## src/hdl/pta_pkg.sv

```systemverilog
package pta_pkg;

	localparam int VALUE_BITS = 24;
	localparam int TIME_BITS  = 24;
	localparam int FRAC_BITS  = 17;
	localparam int CHANNELS   = 6;

	typedef logic signed [VALUE_BITS-1:0] val_t;
	typedef logic [TIME_BITS-1:0]         tim_t;
	typedef logic [FRAC_BITS-1:0]         frac_t;

	localparam logic [1:0] FUNC_BEGIN = 2'd0;
	localparam logic [1:0] FUNC_TICK  = 2'd1;
	localparam logic [1:0] FUNC_LAG   = 2'd2;
	localparam logic [1:0] FUNC_MODE  = 2'd3;

	localparam logic [1:0] MODE_MENU     = 2'd0;
	localparam logic [1:0] MODE_STD3D    = 2'd1;
	localparam logic [1:0] MODE_STD2D    = 2'd2;
	localparam logic [1:0] MODE_MENU_ALT = 2'd3;

	localparam frac_t ONE_Q16     = 17'd65536;
	localparam frac_t INERTIA_RST = 17'd6554;

	typedef struct packed {
		logic [1:0] func;
		logic [1:0] mode;
		val_t       goal_tx;
		val_t       goal_ty;
		val_t       goal_tz;
		val_t       goal_pitch;
		val_t       goal_yaw;
		val_t       goal_roll;
		tim_t       span;
		tim_t       delta_time;
	} pose_req_t;

	typedef struct packed {
		val_t shown_tx;
		val_t shown_ty;
		val_t shown_tz;
		val_t shown_pitch;
		val_t shown_yaw;
		val_t shown_roll;
		logic moving;
	} pose_rsp_t;

	typedef struct packed {
		logic load;
		logic step;
		logic last;
		logic fbit;
	} lane_ctl_t;

	// Preset pose value for one channel (menu, standard 3D, standard 2D).
	function automatic val_t preset_val(input logic [1:0] mode, input logic [2:0] ch);
		val_t v;
		v = '0;
		case (mode)
			MODE_STD3D: begin
				if (ch == 3'd2) v = VALUE_BITS'(-81920);
			end
			MODE_STD2D: begin
				if (ch == 3'd0) v = VALUE_BITS'(22938);
				if (ch == 3'd2) v = VALUE_BITS'(-98304);
			end
			default: begin
				if (ch == 3'd0) v = VALUE_BITS'(27034);
				if (ch == 3'd2) v = VALUE_BITS'(-131072);
				if (ch == 3'd3) v = VALUE_BITS'(294912);
			end
		endcase
		return v;
	endfunction

endpackage

```

## src/hdl/pose_transition_animator.sv

```systemverilog
// Begin, set mode, idle tick and blocked lag go straight to the done state, and the
// result is registered from there once the output register is free. A lag step runs blend,
//   write-back and done; a running tick runs divide, square, cube, blend, write-back, done.
// Throughput: one item at a time; the next transfer is taken once the result is registered.
// Reset: arst_n low clears control, loads the menu pose into aim and display,
//   zeroes timing state and sets inertia to 6554.
module pose_transition_animator (
	input  logic                 clk,
	input  logic                 arst_n,
	input  logic                 req_valid,
	output logic                 req_stall,
	input  pta_pkg::pose_req_t   req,
	output logic                 rsp_valid,
	input  logic                 rsp_stall,
	output pta_pkg::pose_rsp_t   rsp,
	input  logic                 cfg_valid,
	output logic                 cfg_ready,
	input  logic [16:0]          cfg_data
);

	localparam logic [2:0] S_IDLE  = 3'd0;
	localparam logic [2:0] S_DIV   = 3'd1;
	localparam logic [2:0] S_SQR   = 3'd2;
	localparam logic [2:0] S_CUBE  = 3'd3;
	localparam logic [2:0] S_BLEND = 3'd4;
	localparam logic [2:0] S_WB    = 3'd5;
	localparam logic [2:0] S_DONE  = 3'd6;

	logic [2:0]          state_q;
	logic [4:0]          cnt_q;
	logic [16:0]         inertia_q;
	pta_pkg::val_t       aim_q   [pta_pkg::CHANNELS];
	pta_pkg::val_t       shown_q [pta_pkg::CHANNELS];
	pta_pkg::val_t       start_q [pta_pkg::CHANNELS];
	pta_pkg::val_t       end_q   [pta_pkg::CHANNELS];
	pta_pkg::tim_t       elapsed_q;
	pta_pkg::tim_t       length_q;
	logic                running_q;
	logic [1:0]          view_mode_q;
	logic                lag_q;

	// serial datapath registers
	pta_pkg::tim_t       rem_q;
	logic [15:0]         p_q;
	logic [31:0]         mcand_q;
	logic [15:0]         mplier_q;
	logic [31:0]         m1_q;
	logic [17:0]         q_q;
	logic [32:0]         acc2_q;
	pta_pkg::frac_t      frac_q;

	logic                rsp_valid_q;
	pta_pkg::pose_rsp_t  rsp_q;

	pta_pkg::val_t       goal   [pta_pkg::CHANNELS];
	pta_pkg::val_t       lane_a [pta_pkg::CHANNELS];
	pta_pkg::val_t       lane_b [pta_pkg::CHANNELS];
	pta_pkg::val_t       lane_r [pta_pkg::CHANNELS];
	pta_pkg::lane_ctl_t  lctl;

	logic                accept;
	logic [pta_pkg::TIME_BITS:0]   el_sum;
	pta_pkg::tim_t                 el_new;
	logic [pta_pkg::TIME_BITS:0]   rem2;
	logic                          rem_ge;
	logic [33:0]                   cube_sum;
	pta_pkg::frac_t                lag_frac;

	assign req_stall = (state_q != S_IDLE);
	assign accept    = req_valid && !req_stall;
	assign cfg_ready = 1'b1;
	assign rsp_valid = rsp_valid_q;
	assign rsp       = rsp_q;

	assign goal[0] = req.goal_tx;
	assign goal[1] = req.goal_ty;
	assign goal[2] = req.goal_tz;
	assign goal[3] = req.goal_pitch;
	assign goal[4] = req.goal_yaw;
	assign goal[5] = req.goal_roll;

	// saturating elapsed-time accumulate
	assign el_sum = {1'b0, elapsed_q} + {1'b0, req.delta_time};
	assign el_new = el_sum[pta_pkg::TIME_BITS] ? '1 : el_sum[pta_pkg::TIME_BITS-1:0];

	// restoring divide step: one phase bit per cycle
	assign rem2   = {rem_q, 1'b0};
	assign rem_ge = (rem2 >= {1'b0, length_q});

	// cube step: shift out one product bit per multiplier bit
	assign cube_sum = {1'b0, acc2_q} + (q_q[0] ? {2'b0, m1_q} : 34'd0);

	assign lag_frac = (inertia_q > pta_pkg::ONE_Q16) ? pta_pkg::ONE_Q16 : inertia_q;

	always_comb begin
		lctl.load = accept && (req.func == pta_pkg::FUNC_LAG) && !running_q;
		lctl.load = lctl.load || ((state_q == S_CUBE) && (cnt_q == 5'd17));
		lctl.step = (state_q == S_BLEND);
		lctl.last = (cnt_q == 5'd16);
		lctl.fbit = frac_q[0];
	end

	// lag blends display toward aim; a tick blends start toward end
	for (genvar c = 0; c < pta_pkg::CHANNELS; c++) begin : g_lane
		assign lane_a[c] = (state_q == S_IDLE) ? shown_q[c] : start_q[c];
		assign lane_b[c] = (state_q == S_IDLE) ? aim_q[c]   : end_q[c];

		pta_blend_lane u_lane (
			.clk (clk),
			.ctl (lctl),
			.a   (lane_a[c]),
			.b   (lane_b[c]),
			.res (lane_r[c])
		);
	end

	always_ff @(posedge clk or negedge arst_n) begin
		if (!arst_n) begin
			inertia_q <= pta_pkg::INERTIA_RST;
		end else if (cfg_valid && cfg_ready) begin
			inertia_q <= cfg_data;
		end
	end

	always_ff @(posedge clk or negedge arst_n) begin
		if (!arst_n) begin
			state_q     <= S_IDLE;
			cnt_q       <= '0;
			elapsed_q   <= '0;
			length_q    <= '0;
			running_q   <= 1'b0;
			view_mode_q <= pta_pkg::MODE_MENU;
			lag_q       <= 1'b0;
			rsp_valid_q <= 1'b0;
			for (int c = 0; c < pta_pkg::CHANNELS; c++) begin
				aim_q[c]   <= pta_pkg::preset_val(pta_pkg::MODE_MENU, 3'(c));
				shown_q[c] <= pta_pkg::preset_val(pta_pkg::MODE_MENU, 3'(c));
				start_q[c] <= '0;
				end_q[c]   <= '0;
			end
		end else begin
			// drop the held result once it is taken
			if (rsp_valid_q && !rsp_stall && (state_q != S_DONE)) rsp_valid_q <= 1'b0;

			case (state_q)
				S_IDLE: begin
					if (accept) begin
						state_q <= S_DONE;
						cnt_q   <= '0;
						case (req.func)
							pta_pkg::FUNC_BEGIN: begin
								elapsed_q <= '0;
								length_q  <= req.span;
								running_q <= (req.span != '0);
								for (int c = 0; c < pta_pkg::CHANNELS; c++) begin
									start_q[c] <= shown_q[c];
									end_q[c]   <= goal[c];
									if (req.span == '0) begin
										aim_q[c]   <= goal[c];
										shown_q[c] <= goal[c];
									end else begin
										aim_q[c] <= shown_q[c];
									end
								end
							end
							pta_pkg::FUNC_TICK: begin
								if (running_q) begin
									if (el_new >= length_q) begin
										elapsed_q <= length_q;
										running_q <= 1'b0;
										for (int c = 0; c < pta_pkg::CHANNELS; c++) begin
											aim_q[c]   <= end_q[c];
											shown_q[c] <= end_q[c];
										end
									end else begin
										elapsed_q <= el_new;
										rem_q     <= el_new;
										p_q       <= '0;
										lag_q     <= 1'b0;
										state_q   <= S_DIV;
									end
								end
							end
							pta_pkg::FUNC_LAG: begin
								if (!running_q) begin
									frac_q  <= lag_frac;
									lag_q   <= 1'b1;
									state_q <= S_BLEND;
								end
							end
							default: begin
								view_mode_q <= (req.mode == pta_pkg::MODE_MENU_ALT)
									? pta_pkg::MODE_MENU : req.mode;
								for (int c = 0; c < pta_pkg::CHANNELS; c++) begin
									aim_q[c] <= pta_pkg::preset_val(req.mode, 3'(c));
								end
							end
						endcase
					end
				end
				S_DIV: begin
					// advance one quotient bit
					rem_q <= rem_ge ? pta_pkg::TIME_BITS'(rem2 - {1'b0, length_q})
					                : rem2[pta_pkg::TIME_BITS-1:0];
					p_q   <= {p_q[14:0], rem_ge};
					cnt_q <= cnt_q + 5'd1;
					if (cnt_q == 5'd15) begin
						cnt_q    <= '0;
						mcand_q  <= {16'd0, p_q[14:0], rem_ge};
						mplier_q <= {p_q[14:0], rem_ge};
						m1_q     <= '0;
						state_q  <= S_SQR;
					end
				end
				S_SQR: begin
					m1_q     <= m1_q + (mplier_q[0] ? mcand_q : 32'd0);
					mcand_q  <= {mcand_q[30:0], 1'b0};
					mplier_q <= {1'b0, mplier_q[15:1]};
					cnt_q    <= cnt_q + 5'd1;
					if (cnt_q == 5'd15) begin
						cnt_q   <= '0;
						q_q     <= 18'd196608 - {1'b0, p_q, 1'b0};
						acc2_q  <= '0;
						state_q <= S_CUBE;
					end
				end
				S_CUBE: begin
					if (cnt_q == 5'd17) begin
						// eased phase is the product shifted down by 32
						frac_q  <= cube_sum[31:15];
						cnt_q   <= '0;
						state_q <= S_BLEND;
					end else begin
						acc2_q <= cube_sum[33:1];
						q_q    <= {1'b0, q_q[17:1]};
						cnt_q  <= cnt_q + 5'd1;
					end
				end
				S_BLEND: begin
					frac_q <= {1'b0, frac_q[16:1]};
					cnt_q  <= cnt_q + 5'd1;
					if (cnt_q == 5'd16) begin
						cnt_q   <= '0;
						state_q <= S_WB;
					end
				end
				S_WB: begin
					for (int c = 0; c < pta_pkg::CHANNELS; c++) begin
						shown_q[c] <= lane_r[c];
						if (!lag_q) aim_q[c] <= lane_r[c];
					end
					state_q <= S_DONE;
				end
				S_DONE: begin
					// hold until the output register is free
					if (!rsp_valid_q || !rsp_stall) begin
						rsp_valid_q <= 1'b1;
						state_q     <= S_IDLE;
					end
				end
				default: begin
					state_q <= S_IDLE;
				end
			endcase
		end
	end

	always_ff @(posedge clk) begin
		if ((state_q == S_DONE) && (!rsp_valid_q || !rsp_stall)) begin
			rsp_q.shown_tx    <= shown_q[0];
			rsp_q.shown_ty    <= shown_q[1];
			rsp_q.shown_tz    <= shown_q[2];
			rsp_q.shown_pitch <= shown_q[3];
			rsp_q.shown_yaw   <= shown_q[4];
			rsp_q.shown_roll  <= shown_q[5];
			rsp_q.moving      <= running_q;
		end
	end

`ifndef SYNTHESIS
	a_accept_leaves_idle: assert property (@(posedge clk) disable iff (!arst_n)
		accept |=> (state_q != S_IDLE))
		else $error("accepted item did not start work");

	a_div_rem_bound: assert property (@(posedge clk) disable iff (!arst_n)
		(state_q == S_DIV) |-> (rem_q < length_q))
		else $error("divider remainder out of range");

	a_running_length: assert property (@(posedge clk) disable iff (!arst_n)
		running_q |-> (length_q != '0))
		else $error("transition running with zero length");

	a_rsp_from_done: assert property (@(posedge clk) disable iff (!arst_n)
		$rose(rsp_valid) |-> ($past(state_q) == S_DONE))
		else $error("result raised outside completion");
`endif

endmodule

```

## src/hdl/pta_blend_lane.sv

```systemverilog
// Bit-serial a + floor((b - a) * f / 2^16), fraction bits fed LSB first.
module pta_blend_lane (
	input  logic                    clk,
	input  pta_pkg::lane_ctl_t      ctl,
	input  pta_pkg::val_t           a,
	input  pta_pkg::val_t           b,
	output pta_pkg::val_t           res
);

	logic signed [pta_pkg::VALUE_BITS:0]   d_q;
	logic signed [pta_pkg::VALUE_BITS+2:0] acc_q;
	pta_pkg::val_t                         a_q;
	logic signed [pta_pkg::VALUE_BITS+2:0] sum;

	assign sum = acc_q + (ctl.fbit ? (pta_pkg::VALUE_BITS+3)'(d_q) : '0);

	always_ff @(posedge clk) begin
		if (ctl.load) begin
			d_q   <= (pta_pkg::VALUE_BITS+1)'(b) - (pta_pkg::VALUE_BITS+1)'(a);
			a_q   <= a;
			acc_q <= '0;
		end else if (ctl.step) begin
			// drop one product bit per step, except on the top fraction bit
			acc_q <= ctl.last ? sum : (sum >>> 1);
		end
	end

	assign res = pta_pkg::VALUE_BITS'(a_q + acc_q[pta_pkg::VALUE_BITS-1:0]);

endmodule

```

## config.mk

```make
export PLATFORM = sky130hd
export DESIGN_NAME = pose_transition_animator
export DESIGN_NICKNAME = d
export VERILOG_FILES = /design/src/hdl/pta_pkg.sv /design/src/hdl/pose_transition_animator.sv /design/src/hdl/pta_blend_lane.sv
export SDC_FILE = /design/constraint.sdc
export NUM_CORES = 2
export LEC_CHECK = 0
export BUFFER_PORTS_ARGS = -buffer_cell sky130_fd_sc_hd__clkbuf_2
export CELL_PAD_IN_SITES_DETAIL_PLACEMENT = 1
export CELL_PAD_IN_SITES_GLOBAL_PLACEMENT = 1
export CORE_MARGIN = 3
export CORE_UTILIZATION = 35
export CTS_BUF_LIST = sky130_fd_sc_hd__clkbuf_4 sky130_fd_sc_hd__clkbuf_8 sky130_fd_sc_hd__clkbuf_16
export DETAILED_ROUTE_END_ITERATION = 12
export GPL_ROUTABILITY_DRIVEN = 0
export PLACE_DENSITY = 0.7
export RECOVER_POWER = 100
export SYNTH_ARGS = -nofsm -noshare
export SYNTH_HDL_FRONTEND = slang
export SYNTH_SLANG_ARGS = --single-unit
```

## constraint.sdc

```tcl
create_clock -name clk -period 14.03 [get_ports clk]
set_input_delay 2.806 -clock clk [delete_from_list [all_inputs] [get_ports clk]]
set_output_delay 2.806 -clock clk [all_outputs]
set_load 0.01 [all_outputs]
```

==> out/qor.txt <==
Status -> finished, violations left
Failing checks -> max-capacitance violations, max-slew violations
Syn Nets -> 10100
Final hold violation count -> 0
Vias in the first global route -> 77500
Worst VDD drop -> 0.000152 V
Ys async rst share -> 0.452
Final worst-path cycle share -> 0.798
Clock slew at reported path FFs -> 0.06 ns
IO Port Bufs -> 364
Endpoint class of the critical path -> flop
Clock power share -> 0.190
DIE AREA -> 262000 sq um
Root cell of the clock tree -> clkbuf_16
Switching share of power -> 0.427
Post-DP HPWL -> 203 mm
HP Class -> flop to flop
I/O pin cnt -> 366
Crit Reg-Reg Endpoint -> g_lane[4].u_lane.d_q[24]$_DFFE_PP_
CTS Hold Bufs -> 0
Worst r2r src -> state_q[2]$_DFFE_PN0P_
Gr ovfl total -> 0
Main synth FF type -> edfxtp_1
Core Region -> 254000 sq um
Htree depth -> 4
CP required -> 14.62 ns
DRT iter0 DRCs -> 4169
Combinational group share of total power -> 0.516
CP max FO -> 37
Worst Hold Launch -> aim_q[114]$_DFFE_PN0P_
Clk Latency, worst-skew pair -> 0.86 ns
CTS Sinks -> 1441
Layout area overhead -> 12.3%
Number of flops mapped to enable cells by yosys -> 627
Seq/Total Area, Yosys -> 0.429
Total track usage -> 0.218
WS Path Type -> flop to flop
CTS tree -> yes
DRT Pass-1 Iters -> 5
Routed vias/inst -> 5.58
Final WL -> 294 mm
Pint -> 14.4 mW
Power, Total -> 25.2 mW
Post-synthesis cell area -> 89500 sq um
Arrival time worst endpoint -> 11.79 ns
Post-cts resize count -> 0
Die X -> 512 um
Max-cap violation count -> 39
Post-route setup TNS -> 0 ns
Avg WL per Cell -> 22.7 um
Initial antenna violation count -> 17
Final ANT Viol Nets -> 0
Largest net degree at the start of global routing -> 164
Cell variety after synth -> 102
Die Y -> 512 um
Layout cells sized above 1 -> 0.123
Mapped Cells -> 9239
Inserted Clock Buffers -> 173
Synth top area share -> 0.210
PD cells -> 250 nW/um^2
Starting Density -> 0.352
Residual DRC -> 0
Rows -> 185
RSZ-0062 raised after global routing -> no
CTS max path bufs -> 3
Syn Area/Cell -> 9.69 sq um
Startpoint types -> flop
Worst R2R Path Depth -> 19
Fin Clk Skew -> 0.0951 ns
Slew headroom -> -3.43
Layout Nets -> 10300
Final min period -> 11.20 ns
Reg2reg setup slack -> 2.83 ns
Share of power burned in registers -> 0.294
Largest area contributor in the netlist -> edfxtp_1
Hold Path End -> aim_q[114]$_DFFE_PN0P_
Register bit total from synthesis -> 1441
F_max -> 0.0893 GHz
First-pass GRT wire length -> 457 mm
Main area contributors after synthesis -> edfxtp_1, dfrtp_1, ha_1
Net switching power -> 10.8 mW
Setup Fix Bufs, Post-CTS -> 0
Pleak -> 43.9 nW
Final Max Tran Viols -> 1840
Final core occ -> 0.395
Ys Warns -> 0
Final setup viols -> 0
Vias -> 72200
Hold depth -> 1
Actual slew at the worst max-slew pin -> 6.65 ns
final cells by class:
cell class / instances / area (sq um)
fill: 28700 / 154000
multi-input combinational: 7014 / 48200
sequential: 1441 / 38400
clock buffer: 246 / 5150
tap: 3366 / 4210
timing repair buffer: 449 / 2270
inverter: 347 / 1310
clock inverter: 81 / 941
antenna: 8 / 20.0
state kept, by name, summed over array words and instances, names as in the netlist, 3 cells and up:
signal and count:
end_q 144, g_lane.u_lane.d_q 150, state_q 3, m1_q 32
mcand_q 32, aim_q 144, q_q 18, inertia_q 17
shown_q 144, acc2_q 33, frac_q 17, p_q 16
elapsed_q 24, rsp 145, g_lane.u_lane.acc_q 162, g_lane.u_lane.a_q 144
start_q 144, mplier_q 16, length_q 24, cnt_q 5
rem_q 24
worst max path at each step:
| stage | to | startpoint | cells after the start |
|---|---|---|---|
| floorplan | g_lane[0].u_lane.a_q[0]$_DFFE_PP_ | req_valid | 6 |
| global placement | shown_q[88]$_DFFE_PN0P_ | req[0] | 23 |
| detailed placement | shown_q[88]$_DFFE_PN0P_ | req[0] | 23 |
| CTS | shown_q[88]$_DFFE_PN0P_ | req[0] | 23 |
| global route | aim_q[68]$_DFFE_PN0P_ | req[0] | 24 |
| finish | g_lane[4].u_lane.d_q[24]$_DFFE_PP_ | state_q[2]$_DFFE_PN0P_ | 19 |
logic make-up (layout without fill, tap and decap cells):
logic type | count (synthesis) | in the layout | synth area share
and+or+nand+nor | 2833 | 2833 | 0.143
AOI/OAI and AO/OA | 2328 | 2328 | 0.168
xor gates and xnor gates | 465 | 465 | 0.0455
buffers and inverters | 784 | 1123 | 0.0330
DFF | 1441 | 1441 | 0.429
other | 1 | 9 | 0.0000419
muxes | 781 | 781 | 0.0944
adders and majority gates | 606 | 606 | 0.0865
synth_stat cells, types with 38 or more instances:
master,instances
nand2_1,1153
nor2_1,735
a21oi_1,680
edfxtp_1,627
dfrtp_1,611
ha_1,584
mux2_2,508
o21ai_0,480
clkbuf_1,386
inv_1,343
xnor2_1,295
mux2i_1,273
a21o_1,259
and2_1,251
xor2_1,170
dfxtp_1,162
a211oi_1,156
nor3_1,139
nand3_1,119
a221oi_1,93
nor2b_1,92
nand2b_1,89
o31ai_1,87
a31oi_1,86
o21a_1,73
and3_1,61
o21bai_1,49
nand4_1,47
a22o_1,44
buf_1,42
dfstp_2,41
or3_1,40
o211ai_1,38
worst max-delay path, cell delays in order (launching register included):
cell and delay (ns):
dfrtp_1 0.64, nor3_1 0.34, clkbuf_1 1.85, clkinvlp_2 2.18, clkbuf_1 1.10, clkbuf_1 1.13, nand2_1 0.34, nand2_1 0.13
ha_1 0.34, nor2b_1 0.16, o31a_1 0.29, o211a_1 0.27, o21ai_0 0.38, a211oi_1 0.22, o41ai_1 0.56, a211oi_1 0.20
o21a_1 0.23, o21ai_0 0.15, nand3b_1 0.09, mux2i_1 0.30
power by group through the flow:
stage / Sequential [mW] / Combinational [mW] / Clock [mW]
after CTS: 7.38 / 13.1 / 4.89
after global routing: 7.56 / 14.5 / 5.06
after detailed placement: 7.44 / 12.9 / 0
after floorplan: 7.01 / 9.63 / 0
after global placement: 7.37 / 12.4 / 0
final: 7.40 / 13.0 / 4.78
routing by layer:
layer / global-route usage / wire length, um / part of all wire / vias up
met5: 0 / 0 / 0 / -
met4: 0.0829 / 11700 / 0.040 / 0
met3: 0.0254 / 11000 / 0.038 / 479
met2: 0.377 / 141000 / 0.48 / 1382
met1: 0.280 / 129000 / 0.44 / 36600
li1: - / - / - / 33800
metrics by stage:
stage               instances  hold slack, ns  setup slack (ns)  instance area [sq um]
CTS                     12900           0.479              5.04                 101000
finish                  13000           0.476              2.83                 101000
global route            12900           0.497              2.32                 101000
global placement        12600           0.455              4.33                  95000
detailed placement      12600           0.466              4.17                  95000
floorplan                9239           0.439              1.35                  89500
placed cells by master, fill, tap and decap left out, drive strengths merged, types with 261 or more instances in the layout:
cell and instances:
a21o 261, edfxtp 627, xnor2 295, nand2 1153
dfrtp 611, inv 348, nor2 737, mux2i 273
ha 584, a21oi 682, o21ai 488, mux2 508
clkbuf 651
Note: power is estimated with default switching activity, not from simulation.
